`config.mk`:
```
export PLATFORM = sky130hd
export DESIGN_NAME = ipv4_receive_filter_flat
export DESIGN_NICKNAME = d
export VERILOG_FILES = /design/src/design/irf_pkg.sv /design/src/design/irf_in_if.sv /design/src/design/irf_out_if.sv /design/src/design/irf_front.sv /design/src/design/irf_queue.sv /design/src/design/irf_back.sv /design/src/design/ipv4_receive_filter.sv /design/src/flat_wrapper.sv
export SDC_FILE = /design/constraint.sdc
export NUM_CORES = 1
export LEC_CHECK = 0
export ABC_AREA = 1
export ABC_CLOCK_PERIOD_IN_PS = 18400
export BUFFER_PORTS_ARGS = -buffer_cell sky130_fd_sc_hd__buf_2
export CORE_MARGIN = 3
export CORE_UTILIZATION = 64
export CTS_CLUSTER_SIZE = 10
export DETAILED_ROUTE_END_ITERATION = 8
export PLACE_DENSITY_LB_ADDON = 0.08
export REMOVE_ABC_BUFFERS = 1
export SLEW_MARGIN = 20
export SYNTH_ARGS = -nofsm -noshare
export SYNTH_HDL_FRONTEND = slang
export SYNTH_SLANG_ARGS = --single-unit
```
`constraint.sdc`:
```
create_clock -name clk -period 18.4 [get_ports clk]
set_input_delay 0.92 -clock clk [delete_from_list [all_inputs] [get_ports clk]]
set_output_delay 0.92 -clock clk [all_outputs]
set_load 0.05 [all_outputs]
```
`src/design/irf_pkg.sv`:
```
// shared types, constants and codes for the ipv4 receive filter
// no dependencies; compiled before every other file of the block
package irf_pkg;

    localparam int unsigned ADDR_W      = 32;
    localparam int unsigned CFG_IDX_W   = 1;
    localparam int unsigned QUEUE_DEPTH = 2;

    localparam logic [CFG_IDX_W-1:0] REG_LOCAL_ADDRESS = 1'd0;
    localparam logic [CFG_IDX_W-1:0] REG_SUBNET_MASK   = 1'd1;

    localparam logic [15:0] ETHERTYPE_IPV4 = 16'h0800;
    localparam logic [15:0] ETH_HDR_LEN    = 16'd14;
    localparam logic [15:0] MIN_FRAME_LEN  = 16'd34;
    localparam logic [5:0]  IP_HDR_MIN     = 6'd20;
    localparam logic [3:0]  IP_VERSION     = 4'd4;
    localparam logic [15:0] SUM_GOOD       = 16'hFFFF;
    localparam logic [15:0] COUNT_MAX      = 16'hFFFF;

    typedef enum logic [3:0] {
        VERDICT_ACCEPT      = 4'd0,
        VERDICT_SHORT       = 4'd1,
        VERDICT_ETHERTYPE   = 4'd2,
        VERDICT_VERSION     = 4'd3,
        VERDICT_HDR_LEN     = 4'd4,
        VERDICT_CHECKSUM    = 4'd5,
        VERDICT_TOTAL_LEN   = 4'd6,
        VERDICT_UNCONFIGURED = 4'd7,
        VERDICT_NOT_OURS    = 4'd8
    } verdict_t;

    // everything the verdict needs from one finished frame
    typedef struct packed {
        logic [15:0]       frame_len;
        logic [15:0]       ether_type;
        logic [7:0]        version_length;
        logic [15:0]       datagram_length;
        logic [ADDR_W-1:0] destination;
        logic [15:0]       checksum;
    } frame_rec_t;

endpackage

```
`src/design/irf_in_if.sv`:
```
// byte channel into the ipv4 receive filter: valid/ready plus one frame byte
// depends on nothing
interface irf_in_if;
    logic       valid;
    logic       ready;
    logic [7:0] frame_byte;
    logic       last_byte;

    modport source (output valid, output frame_byte, output last_byte, input ready);
    modport sink   (input valid, input frame_byte, input last_byte, output ready);
endinterface

```
`src/design/irf_out_if.sv`:
```
// verdict channel out of the ipv4 receive filter: valid/ready plus one verdict
// depends on nothing
interface irf_out_if;
    logic       valid;
    logic       ready;
    logic [3:0] verdict;
    logic       broadcast_hit;

    modport source (output valid, output verdict, output broadcast_hit, input ready);
    modport sink   (input valid, input verdict, input broadcast_hit, output ready);
endinterface

```
`src/design/irf_front.sv`:
```
// byte parser: captures header fields, keeps the header sum and frame length
// depends on irf_pkg; pushes one frame record per last byte
module irf_front
    import irf_pkg::*;
(
    input  logic       clk,
    input  logic       rst_n,
    input  logic       take,
    input  logic [7:0] frame_byte,
    input  logic       last_byte,
    output logic       push,
    output frame_rec_t rec
);

    logic [15:0]       byte_count_reg, byte_count_next;
    logic [15:0]       ether_type_reg, ether_type_next;
    logic [7:0]        version_length_reg, version_length_next;
    logic [15:0]       datagram_length_reg, datagram_length_next;
    logic [ADDR_W-1:0] destination_reg, destination_next;
    logic [15:0]       checksum_reg, checksum_next;
    logic [7:0]        pending_high_reg, pending_high_next;

    logic [15:0] pos;
    logic [15:0] offset;
    logic [3:0]  ihl;
    logic [5:0]  hdr_len;
    logic        in_header;
    logic [16:0] sum_wide;
    logic [15:0] sum_folded;

    always_comb
    begin
        pos    = byte_count_reg;
        offset = pos - ETH_HDR_LEN;

        ether_type_next      = ether_type_reg;
        version_length_next  = version_length_reg;
        datagram_length_next = datagram_length_reg;
        destination_next     = destination_reg;
        checksum_next        = checksum_reg;
        pending_high_next    = pending_high_reg;

        if (pos == 16'd12 || pos == 16'd13)
            ether_type_next = {ether_type_reg[7:0], frame_byte};
        if (pos == 16'd14)
            version_length_next = frame_byte;
        if (pos == 16'd16 || pos == 16'd17)
            datagram_length_next = {datagram_length_reg[7:0], frame_byte};
        if (pos >= 16'd30 && pos <= 16'd33)
            destination_next = {destination_reg[ADDR_W-9:0], frame_byte};

        // header length comes from the version byte itself when it arrives
        ihl       = (pos == 16'd14) ? frame_byte[3:0] : version_length_reg[3:0];
        hdr_len   = {ihl, 2'b00};
        in_header = (pos >= ETH_HDR_LEN) && (offset < {10'd0, hdr_len});

        // ones' complement add with end-around carry
        sum_wide   = {1'b0, checksum_reg} + {1'b0, pending_high_reg, frame_byte};
        sum_folded = sum_wide[16] ? (sum_wide[15:0] + 16'd1) : sum_wide[15:0];

        if (in_header)
        begin
            if (!offset[0])
                pending_high_next = frame_byte;
            else
                checksum_next = sum_folded;
        end

        byte_count_next = (pos == COUNT_MAX) ? pos : (pos + 16'd1);

        rec.frame_len       = byte_count_next;
        rec.ether_type      = ether_type_next;
        rec.version_length  = version_length_next;
        rec.datagram_length = datagram_length_next;
        rec.destination     = destination_next;
        rec.checksum        = checksum_next;
        push                = take && last_byte;
    end

    always_ff @(posedge clk or negedge rst_n)
    begin
        if (!rst_n)
        begin
            byte_count_reg      <= '0;
            ether_type_reg      <= '0;
            version_length_reg  <= '0;
            datagram_length_reg <= '0;
            destination_reg     <= '0;
            checksum_reg        <= '0;
            pending_high_reg    <= '0;
        end
        else if (take)
        begin
            if (last_byte)
            begin
                // frame done, start the next one clean
                byte_count_reg      <= '0;
                ether_type_reg      <= '0;
                version_length_reg  <= '0;
                datagram_length_reg <= '0;
                destination_reg     <= '0;
                checksum_reg        <= '0;
                pending_high_reg    <= '0;
            end
            else
            begin
                byte_count_reg      <= byte_count_next;
                ether_type_reg      <= ether_type_next;
                version_length_reg  <= version_length_next;
                datagram_length_reg <= datagram_length_next;
                destination_reg     <= destination_next;
                checksum_reg        <= checksum_next;
                pending_high_reg    <= pending_high_next;
            end
        end
    end

endmodule

```
`src/design/irf_queue.sv`:
```
// short queue of finished frame records between parser and verdict stage
// depends on irf_pkg
module irf_queue
    import irf_pkg::*;
#(
    parameter int unsigned DEPTH = QUEUE_DEPTH
)
(
    input  logic       clk,
    input  logic       rst_n,
    input  logic       push,
    input  frame_rec_t push_rec,
    input  logic       pop,
    output frame_rec_t head_rec,
    output logic       empty,
    output logic       full
);

    localparam int unsigned PTR_W = (DEPTH > 1) ? $clog2(DEPTH) : 1;
    localparam int unsigned CNT_W = $clog2(DEPTH + 1);
    localparam logic [PTR_W-1:0] LAST_PTR = PTR_W'(DEPTH - 1);
    localparam logic [CNT_W-1:0] FULL_CNT = CNT_W'(DEPTH);

    frame_rec_t       entries [DEPTH];
    logic [PTR_W-1:0] wr_ptr_reg, wr_ptr_next;
    logic [PTR_W-1:0] rd_ptr_reg, rd_ptr_next;
    logic [CNT_W-1:0] count_reg, count_next;

    always_comb
    begin
        empty    = (count_reg == '0);
        full     = (count_reg == FULL_CNT);
        head_rec = entries[rd_ptr_reg];

        wr_ptr_next = wr_ptr_reg;
        rd_ptr_next = rd_ptr_reg;
        count_next  = count_reg;
        if (push)
            wr_ptr_next = (wr_ptr_reg == LAST_PTR) ? '0 : (wr_ptr_reg + PTR_W'(1));
        if (pop)
            rd_ptr_next = (rd_ptr_reg == LAST_PTR) ? '0 : (rd_ptr_reg + PTR_W'(1));
        if (push && !pop)
            count_next = count_reg + CNT_W'(1);
        else if (pop && !push)
            count_next = count_reg - CNT_W'(1);
    end

    always_ff @(posedge clk or negedge rst_n)
    begin
        if (!rst_n)
        begin
            wr_ptr_reg <= '0;
            rd_ptr_reg <= '0;
            count_reg  <= '0;
        end
        else
        begin
            wr_ptr_reg <= wr_ptr_next;
            rd_ptr_reg <= rd_ptr_next;
            count_reg  <= count_next;
        end
    end

    always_ff @(posedge clk)
    begin
        if (push)
            entries[wr_ptr_reg] <= push_rec;
    end

    a_no_overflow: assert property (@(posedge clk) disable iff (!rst_n)
        push |-> !full)
        else $error("queue pushed while full");

    a_no_underflow: assert property (@(posedge clk) disable iff (!rst_n)
        pop |-> !empty)
        else $error("queue popped while empty");

    a_count_bound: assert property (@(posedge clk) disable iff (!rst_n)
        count_reg <= FULL_CNT)
        else $error("queue count beyond depth");

endmodule

```
`src/design/irf_back.sv`:
```
// verdict stage: checks one frame record in order and holds the result
// depends on irf_pkg; output register doubles as the skid toward the sink
module irf_back
    import irf_pkg::*;
(
    input  logic              clk,
    input  logic              rst_n,
    input  frame_rec_t        rec,
    input  logic              rec_avail,
    output logic              pop,
    input  logic [ADDR_W-1:0] local_address,
    input  logic [ADDR_W-1:0] subnet_mask,
    input  logic              out_ready,
    output logic              out_valid,
    output logic [3:0]        verdict,
    output logic              broadcast_hit
);

    logic              valid_reg;
    verdict_t          verdict_reg, verdict_next;
    logic              bcast_reg, bcast_next;
    logic [15:0]       payload_len;
    logic [15:0]       hdr_len;
    logic [ADDR_W-1:0] directed;
    logic              is_bcast;

    always_comb
    begin
        payload_len = rec.frame_len - ETH_HDR_LEN;
        hdr_len     = {10'd0, rec.version_length[3:0], 2'b00};
        directed    = local_address | ~subnet_mask;
        is_bcast    = (rec.destination == directed) || (&rec.destination);
        bcast_next  = 1'b0;

        if (rec.frame_len < MIN_FRAME_LEN)
            verdict_next = VERDICT_SHORT;
        else if (rec.ether_type != ETHERTYPE_IPV4)
            verdict_next = VERDICT_ETHERTYPE;
        else if (rec.version_length[7:4] != IP_VERSION)
            verdict_next = VERDICT_VERSION;
        else if (hdr_len < {10'd0, IP_HDR_MIN} || hdr_len > payload_len)
            verdict_next = VERDICT_HDR_LEN;
        else if (rec.checksum != SUM_GOOD)
            verdict_next = VERDICT_CHECKSUM;
        else if (rec.datagram_length < hdr_len || rec.datagram_length > payload_len)
            verdict_next = VERDICT_TOTAL_LEN;
        else if (local_address == '0)
            verdict_next = VERDICT_UNCONFIGURED;
        else if (rec.destination != local_address && !is_bcast)
            verdict_next = VERDICT_NOT_OURS;
        else
        begin
            verdict_next = VERDICT_ACCEPT;
            bcast_next   = is_bcast;
        end

        pop           = rec_avail && (!valid_reg || out_ready);
        out_valid     = valid_reg;
        verdict       = verdict_reg;
        broadcast_hit = bcast_reg;
    end

    always_ff @(posedge clk or negedge rst_n)
    begin
        if (!rst_n)
            valid_reg <= 1'b0;
        else if (pop)
            valid_reg <= 1'b1;
        else if (out_ready)
            valid_reg <= 1'b0;
    end

    always_ff @(posedge clk)
    begin
        if (pop)
        begin
            verdict_reg <= verdict_next;
            bcast_reg   <= bcast_next;
        end
    end

    a_bcast_only_on_accept: assert property (@(posedge clk) disable iff (!rst_n)
        (valid_reg && bcast_reg) |-> (verdict_reg == VERDICT_ACCEPT))
        else $error("broadcast flag on a rejected frame");

    a_result_from_record: assert property (@(posedge clk) disable iff (!rst_n)
        $rose(valid_reg) |-> $past(pop))
        else $error("result appeared without a frame record");

    a_pop_needs_room: assert property (@(posedge clk) disable iff (!rst_n)
        pop |-> (rec_avail && (!valid_reg || out_ready)))
        else $error("record taken while result still held");

endmodule

```
`src/design/ipv4_receive_filter.sv`:
```
// ipv4 receive filter, top level
// one frame byte per item in, one verdict item out per frame
// channels: frame (bytes with a last-byte mark) and result (verdict, broadcast flag)
// configuration: cfg_we/cfg_index/cfg_data write local_address (0) and subnet_mask (1)
// write configuration only while no frame is in flight
// throughput: one byte per cycle while the record queue is not full, including one-byte frames
// path: a finished frame's record is written into the record queue, then checked
//   into the result register once the result side is free; the queue and the
//   result register let the parser keep taking bytes while a verdict waits
// the parser (irf_front) updates its header captures and ones' complement sum
//   every byte; on the last byte it pushes a frame record into irf_queue
// irf_back checks the record in priority order into the result register
// frame.ready drops only when the record queue is full, which happens when the
//   result sink stalls across several frame ends
// reset: all frame state, the queue and the result valid clear; both
//   configuration registers return to zero (unconfigured)
// depends on irf_pkg, irf_in_if, irf_out_if, irf_front, irf_queue, irf_back
module ipv4_receive_filter
    import irf_pkg::*;
#(
    parameter int unsigned DEPTH = QUEUE_DEPTH
)
(
    input  logic                 clk,
    input  logic                 rst_n,
    irf_in_if.sink               frame,
    irf_out_if.source            result,
    input  logic                 cfg_we,
    input  logic [CFG_IDX_W-1:0] cfg_index,
    input  logic [ADDR_W-1:0]    cfg_data
);

    // configuration registers
    logic [ADDR_W-1:0] local_address_reg;
    logic [ADDR_W-1:0] subnet_mask_reg;

    // parser to queue
    logic       take;
    logic       push;
    frame_rec_t push_rec;

    // queue to verdict stage
    frame_rec_t head_rec;
    logic       q_empty;
    logic       q_full;
    logic       pop;

    always_ff @(posedge clk or negedge rst_n)
    begin
        if (!rst_n)
        begin
            local_address_reg <= '0;
            subnet_mask_reg   <= '0;
        end
        else if (cfg_we)
        begin
            case (cfg_index)
                REG_LOCAL_ADDRESS: local_address_reg <= cfg_data;
                REG_SUBNET_MASK:   subnet_mask_reg   <= cfg_data;
                default:           ;
            endcase
        end
    end

    // bytes flow as long as the queue can take a finished frame
    assign frame.ready = !q_full;
    assign take        = frame.valid && frame.ready;

    irf_front u_front (
        .clk        (clk),
        .rst_n      (rst_n),
        .take       (take),
        .frame_byte (frame.frame_byte),
        .last_byte  (frame.last_byte),
        .push       (push),
        .rec        (push_rec)
    );

    irf_queue #(
        .DEPTH (DEPTH)
    ) u_queue (
        .clk      (clk),
        .rst_n    (rst_n),
        .push     (push),
        .push_rec (push_rec),
        .pop      (pop),
        .head_rec (head_rec),
        .empty    (q_empty),
        .full     (q_full)
    );

    irf_back u_back (
        .clk           (clk),
        .rst_n         (rst_n),
        .rec           (head_rec),
        .rec_avail     (!q_empty),
        .pop           (pop),
        .local_address (local_address_reg),
        .subnet_mask   (subnet_mask_reg),
        .out_ready     (result.ready),
        .out_valid     (result.valid),
        .verdict       (result.verdict),
        .broadcast_hit (result.broadcast_hit)
    );

endmodule

```
`src/flat_wrapper.sv`:
```
// flat-port wrapper written by rule: the top's interface ports become plain ports
module ipv4_receive_filter_flat import irf_pkg::*;
#(
    parameter int unsigned DEPTH = QUEUE_DEPTH
)
  (clk, rst_n, cfg_we, cfg_index, cfg_data, frame_valid, frame_frame_byte, frame_last_byte, frame_ready, result_valid, result_verdict, result_broadcast_hit, result_ready);
  irf_in_if frame_i ();
  irf_out_if result_i ();
  input  logic clk;
  input  logic rst_n;
  input  logic cfg_we;
  input  logic [CFG_IDX_W-1:0] cfg_index;
  input  logic [ADDR_W-1:0] cfg_data;
  input wire logic [$bits(frame_i.valid)-1:0] frame_valid;
  input wire logic [$bits(frame_i.frame_byte)-1:0] frame_frame_byte;
  input wire logic [$bits(frame_i.last_byte)-1:0] frame_last_byte;
  output wire logic [$bits(frame_i.ready)-1:0] frame_ready;
  output wire logic [$bits(result_i.valid)-1:0] result_valid;
  output wire logic [$bits(result_i.verdict)-1:0] result_verdict;
  output wire logic [$bits(result_i.broadcast_hit)-1:0] result_broadcast_hit;
  input wire logic [$bits(result_i.ready)-1:0] result_ready;
  assign frame_i.valid = frame_valid;
  assign frame_i.frame_byte = frame_frame_byte;
  assign frame_i.last_byte = frame_last_byte;
  assign frame_ready = frame_i.ready;
  assign result_valid = result_i.valid;
  assign result_verdict = result_i.verdict;
  assign result_broadcast_hit = result_i.broadcast_hit;
  assign result_i.ready = result_ready;
  ipv4_receive_filter #(.DEPTH(DEPTH)) u_core (.clk(clk), .rst_n(rst_n), .frame(frame_i), .result(result_i), .cfg_we(cfg_we), .cfg_index(cfg_index), .cfg_data(cfg_data));
endmodule
```
# Yosys cells after proc, flatten, opt, wreduce, memory -nomap -nowiden

Memories as Yosys holds them, arrays and structs flattened.
Cells that the tools add are included.

Output and inout port bits: 7
Bits in writable memories: 208
Word-level logic and storage cells: 117
Register bits after elaboration: 186
Memories: 1

$lt $le $gt $ge: 9
Add/sub/neg operators: 9
Reductions and logical operators: 32
Equal/unequal tests: 13
Bitwise operators: 3
Mux-type cells: 33

Memory list:

| name                   | words | width | rd ports | clocked after memory_dff | wr ports | line            | text |
|---|---|---|---|---|---|---|---|
| u_core.u_queue.entries | 2     | 104   | 1        | 0                        | 1        | irf_queue.sv:24 | `frame_rec_t entries [DEPTH];` |

Operator list:

| operator                                                        | number |
|---|---|
| 2-to-1 mux 16 bit                                               | 10 |
| 2-to-1 mux 32 bit                                               | 2 |
| equality test 16 x 4 -> 1 bit, second input constant            | 3 |
| 2-to-1 mux 8 bit                                                | 5 |
| adder 16 x 1 -> 16 bit, second input constant                   | 2 |
| equality test 16 x 5 -> 1 bit, second input constant            | 2 |
| equality test 32 bit                                            | 1 |
| zero test 32 bit                                                | 1 |
| less-than comparator 16 x 6 -> 1 bit                            | 2 |
| inequality test 32 bit                                          | 1 |
| NOT 32 bit                                                      | 1 |
| bitwise OR 32 bit                                               | 1 |
| AND reduction 32 bit                                            | 1 |
| subtractor 16 x 4 -> 16 bit, second input constant              | 2 |
| adder 16 x 16 -> 17 bit                                         | 1 |
| equality test 16 bit, second input constant                     | 1 |
| >= comparator 16 x 4 -> 1 bit, second input constant            | 1 |
| >= comparator 16 x 5 -> 1 bit, second input constant            | 1 |
| > comparator 16 bit                                             | 1 |
| > comparator 6 x 16 -> 1 bit                                    | 1 |
| less-or-equal comparator 16 x 6 -> 1 bit, second input constant | 1 |
| less-than comparator 16 x 6 -> 1 bit, second input constant     | 1 |
| inequality test 16 x 12 -> 1 bit, second input constant         | 1 |
| inequality test 16 bit, second input constant                   | 1 |
| 22 further kinds                                                | 55 |

# Depth between registers and ports, before layout

Depth after elaboration: 13
Depth in mapped cells: 27
Mapped depth without buffers: 26

# By module

A second synthesis with hierarchy kept.

Cells, all modules: 2285
Area total of the unflattened synthesis: 21271.7 sq um

By module, submodules not included:

| module              | area an instance (sq um) | cells each | instances |
|---|---|---|---|
| irf_queue           | 7962.6                   | 349        | 1 |
| irf_front           | 7686.1                   | 1113       | 1 |
| irf_back            | 2992.9                   | 540        | 1 |
| ipv4_receive_filter | 2630.0                   | 283        | 1 |

# Worst setup path after synthesis

No wires, ideal clock.

Path type: input-to-reg
Start point: input frame_valid
End point: memory u_core.u_queue.entries[0][0] (netlist bit) (enable)
Arrival time: 5821 ps
Library setup time: 567 ps
Cell stages on the path: 5
Required time: 17833 ps
Path slack: 12012 ps
Cell sequence: nand2_1 -> clkbuf_1 -> nor2_1 -> inv_1 -> nor2_1

Word-level cells in the longest chain between the ends: 4

Ends and longest elaborated chain:

| what                                   | line                      | text |
|---|---|---|
| start, declared                        | flat_wrapper.sv:14        | `input wire logic [$bits(frame_i.valid)-1:0] frame_valid;` |
| logical AND 1 bit                      | ipv4_receive_filter.sv:67 | `assign take = frame.valid && frame.ready;` |
| logical AND 1 bit                      | irf_front.sv:77           | `push = take && last_byte;` |
| via u_core.push                        | ipv4_receive_filter.sv:39 | `logic push;` |
| 2-to-1 mux 1 bit                       | irf_queue.sv:66           | `if (push)` |
| 2-to-1 mux 1 bit (not written as such) | irf_queue.sv:67           | `entries[wr_ptr_reg] <= push_rec;` |
| end, declared                          | irf_queue.sv:24           |  |

The timed path passes the listed nets, and every way through them passes these cells.

# Worst setup path after layout

Start point: register u_core.u_queue.rd_ptr_reg
End point: register u_core.u_back.verdict_reg[2], in the netlist u_core.u_back.verdict[2], data pin

Word-level cells in the longest chain between the ends: 7
Elaborated cells between the ends (all ways): 16
Classes of those cells: add/sub: 1; order compare: 5; eq/ne: 3; mux: 3; reduce/logical: 3; memory: 1

Ends and longest elaborated chain:

| what                        | line            | text |
|---|---|---|
| start, declared             | irf_queue.sv:26 | `logic [PTR_W-1:0] rd_ptr_reg, rd_ptr_next;` |
| start signal, assigned      | irf_queue.sv:59 | `rd_ptr_reg <= rd_ptr_next;` |
| memory (2 x 104 bit) (*)    | n/a             |  |
| subtractor 16 x 4 -> 16 bit | irf_back.sv:29  | `payload_len = rec.frame_len - ETH_HDR_LEN;` |
| > comparator 16 bit         | irf_back.sv:45  | `else if (rec.datagram_length < hdr_len \|\| rec.datagram_length > payload_len)` |
| logical OR 1 bit            | irf_back.sv:45  |  |
| 2-to-1 mux 3 bit            | irf_back.sv:45  |  |
| 2-to-1 mux 3 bit            | irf_back.sv:43  | `else if (rec.checksum != SUM_GOOD)` |
| 2-to-1 mux 3 bit            | irf_back.sv:41  | `else if (hdr_len < {10'd0, IP_HDR_MIN} \|\| hdr_len > payload_len)` |
| end signal, assigned        | irf_back.sv:77  | `verdict_reg <= verdict_next;` |
| end, declared               | irf_back.sv:20  | `verdict_t verdict_reg, verdict_next;` |

Mark *: on every way between the ends. The rest lies on a longest branch, timed or not.
A chain may end at the register's enable or synchronous reset.

==> impl_metrics.env <==
export IMPL_finalSetupTns_ns=0
export IMPL_fin_skew_ns=0.02005
export IMPL_grt_max_degree=108
export IMPL_drc=0
export IMPL_regMostFlops="u_core.u_queue.entries"
export IMPL_ctsHoldBuffers=0
export IMPL_grt_ovfl_total=0
export IMPL_routed_via_density=5.611
export IMPL_cts_buffer_depth=3
export IMPL_arrival_ns=4.36
export IMPL_setup_ws_ns=14.34
export IMPL_cp_max_fo=55
export IMPL_yosys_warnings=0
export IMPL_n_fill_cell=2239
export IMPL_clk_pin_slew_worst_paths_ns=0.05
export IMPL_required_ns=18.70
export IMPL_cts_repair_resized=0
export IMPL_pre_cts_ws_ns=14.31
export IMPL_routed_wl_met3_um=3444
export IMPL_largest_reg_flops=208
export IMPL_die_area_mm2=0.03306
export IMPL_drtIter0Drc=1626
export IMPL_netlist_top_cell_by_area="edfxtp_1"
export IMPL_yosys_area_top_type_share=0.3233
export IMPL_drive_above_1_share=0.08394
export IMPL_async_flop_share=0.4594
export IMPL_crit_top_cell="nand2_1"
export IMPL_drv_slew=0
export IMPL_yosysMostFrequentCell="nand2_1"
export IMPL_routed_top_layer="met4"
export IMPL_path_class="reg2reg"
export IMPL_port_buffers=53
export IMPL_synth_area_mm2=0.01978
export IMPL_fin_crit_sh=0.2208
export IMPL_die_w_um=181.8
export IMPL_cts_sinks=394
export IMPL_cts_buffers=46
export IMPL_grt_setup_unrepaired="false"
export IMPL_ys_seq_area_frac=0.5523
export IMPL_die_h_um=181.8
export IMPL_path_cells="inv_2 -> buf_4 -> nand2_1 -> nand2_1 -> ha_1 -> nand2_1 -> nand2_1 -> nor2_1 -> nand2_1 -> nand2_1 -> and2_1 -> ha_1 -> nand2_1 -> nor4_1 -> nand4_1 -> nand2_1 -> nand2_1 -> nor2_1 -> nand4_2 -> nand3_1 -> inv_1"
export IMPL_wl_met2_um=21900
export IMPL_tightest_slew_ns=0.9775
export IMPL_clk_latency_ns=0.55
export IMPL_max_freq_mhz=246.1
export IMPL_max_cap_violations=0
export IMPL_setup_viol=0
export IMPL_wl_per_cell_um=17.47
export IMPL_rows=63
export IMPL_synth_adder_area_share=0.03327
export IMPL_synth_xor_area_share=0.02524
export IMPL_whs_ns=0.4697
export IMPL_synth_compound_area_frac=0.09139
export IMPL_ff_latch_area_mm2=0.01093
export IMPL_cp_slowest_cell="buf_4"
export IMPL_syn_instance_count=2238
export IMPL_synth_ff_type="edfxtp_1"
export IMPL_first_pass_iters=6
export IMPL_yosysUniqueCellTypes=52
export IMPL_synth_seq_cells=394
export IMPL_cp_slowest_stage_delay_ns=0.59
export IMPL_synthTopCellsByArea="edfxtp_1 (32%), dfrtp_1 (23%), nand2_1 (13%)"
export IMPL_hold_viol_final=0
export IMPL_status="completed"
export IMPL_route_vias_total=15230
export IMPL_vdd_ir_drop_max_mv=0.09137
export IMPL_yosys_area_share_simple=0.2206
export IMPL_synthMuxAreaShare=0.001012
export IMPL_dp_hpwl_um=32380
export IMPL_synth_area_per_cell_um2=8.839
export IMPL_routabilityCongestion=0.9221
export IMPL_drt_met1_wl_um=20690
export IMPL_p_leak_nw=10.47
export IMPL_period_minus_slack_ns=4.063
export IMPL_end_kind="flip-flop"
export IMPL_root_buffer="clkbuf_16"
export IMPL_num_io_pins=54
export IMPL_syn2layout_area_growth_pct=9.816
export IMPL_cts_setup_buffers=0
export IMPL_first_global_vias=14580
export IMPL_core_area_mm2=0.03003
export IMPL_grt_antenna_before_repair=1
export IMPL_multi_input_area_mm2=0.007393
export IMPL_power_density_mw_per_mm2=120.3
export IMPL_grt_pass1_wl_um=75780
export IMPL_maxSlewHeadroom=0.3483
export IMPL_cts_tree="built"
export IMPL_nNetsFinal=2386
export IMPL_synth_edff_count=213
export IMPL_synth_top_family_by_area="simple AND/OR/NAND/NOR gates"
export IMPL_ant_nets=0
export IMPL_start_util=0.6587
export IMPL_cts_max_level=2
export IMPL_grt_usage=0.2862
export IMPL_yosys_top_cells_count="nand2_1 (672), inv_1 (301), edfxtp_1 (213)"
export IMPL_routed_wl_um=47400
export IMPL_critPathLaunchType="flip-flop"
export IMPL_hp_class="reg2reg"
[kinds of logic (layout without fill, tap and decap cells)]
family / count (synthesis) / count (layout)
other cells: 0 / 1
mux: 2 / 2
fa+ha+maj: 52 / 52
xor+xnor: 57 / 57
buf+inv: 381 / 466
flops: 394 / 394
compound gates: 320 / 320
simple gates: 1032 / 1032
[cell type report]
| type | instances | area share |
|---|---|---|
| Timing Repair Buffer | 67 | 0.01745 |
| Tap cell | 390 | 0.02246 |
| Multi-Input combinational cell | 1463 | 0.3403 |
| Clock buffer | 77 | 0.05834 |
| Antenna cell | 1 | 0.0001152 |
| Inverter | 315 | 0.05454 |
| Sequential cell | 394 | 0.5030 |
| Clock inverter | 7 | 0.003801 |
[per-stage QoR]
stage | util | std cells | area (um2) | power, mW
final | 0.7234 | 2714 | 21720 | 2.614
after global placement | 0.6778 | 2629 | 20360 | 1.789
after CTS | 0.7232 | 2713 | 21720 | 2.620
after floorplan | - | 2172 | 19460 | 1.586
after global routing | 0.7233 | 2713 | 21720 | 2.757
after detailed placement | 0.6782 | 2629 | 20370 | 1.809
[final timing paths]
path                                             startpoint                                     end  slack (ns)  cells past startpoint
min in group asynchronous                             rst_n  u_core.u_front.datagram_length_reg[11]        0.48                      1
max in group asynchronous                             rst_n       u_core.u_front.ether_type_reg[12]       16.35                      2
worst min-delay path            u_core.u_queue.count_reg[0]             u_core.u_queue.count_reg[0]        0.47                      1
worst max-delay path              u_core.u_queue.rd_ptr_reg                u_core.u_back.verdict[2]       14.34                     21
worst max register to register    u_core.u_queue.rd_ptr_reg                u_core.u_back.verdict[2]       14.34                     21
worst min register to register  u_core.u_queue.count_reg[0]             u_core.u_queue.count_reg[0]        0.47                      1
[cells in the final DEF, fill, tap and decap left out, drive strengths merged, types with 51 or more instances in the layout]
master | netlist | final
clkbuf | 44 | 78
o22ai | 69 | 69
edfxtp | 213 | 213
nand2 | 676 | 676
o21ai | 176 | 176
ha | 51 | 51
nor2 | 154 | 154
nand3 | 73 | 73
inv | 314 | 315
dfrtp | 181 | 181
buf | 22 | 66
[worst max-delay path, delay by kind of cell (launching register included)]
kind	cells	cell delay, ns
fa+ha+maj	2	0.51
buf+inv	3	0.87
simple gates	16	2.04
flops	1	0.41
[per-layer routing]
| metal | global-route usage | vias to the layer above |
|---|---|---|
| li1 | - | 7416 |
| met3 | 0.04287 | 86 |
| met5 | 0 | - |
| met4 | 0.08745 | 0 |
| met2 | 0.4560 | 541 |
| met1 | 0.4121 | 7185 |
[power breakdown]
part	switching [mW]	leakage, nW	internal, mW
clock network	0.338	0.636	0.470
registers	0.0448	4.42	1.03
logic	0.520	5.41	0.213
Note: power is estimated with default switching activity, not from simulation.
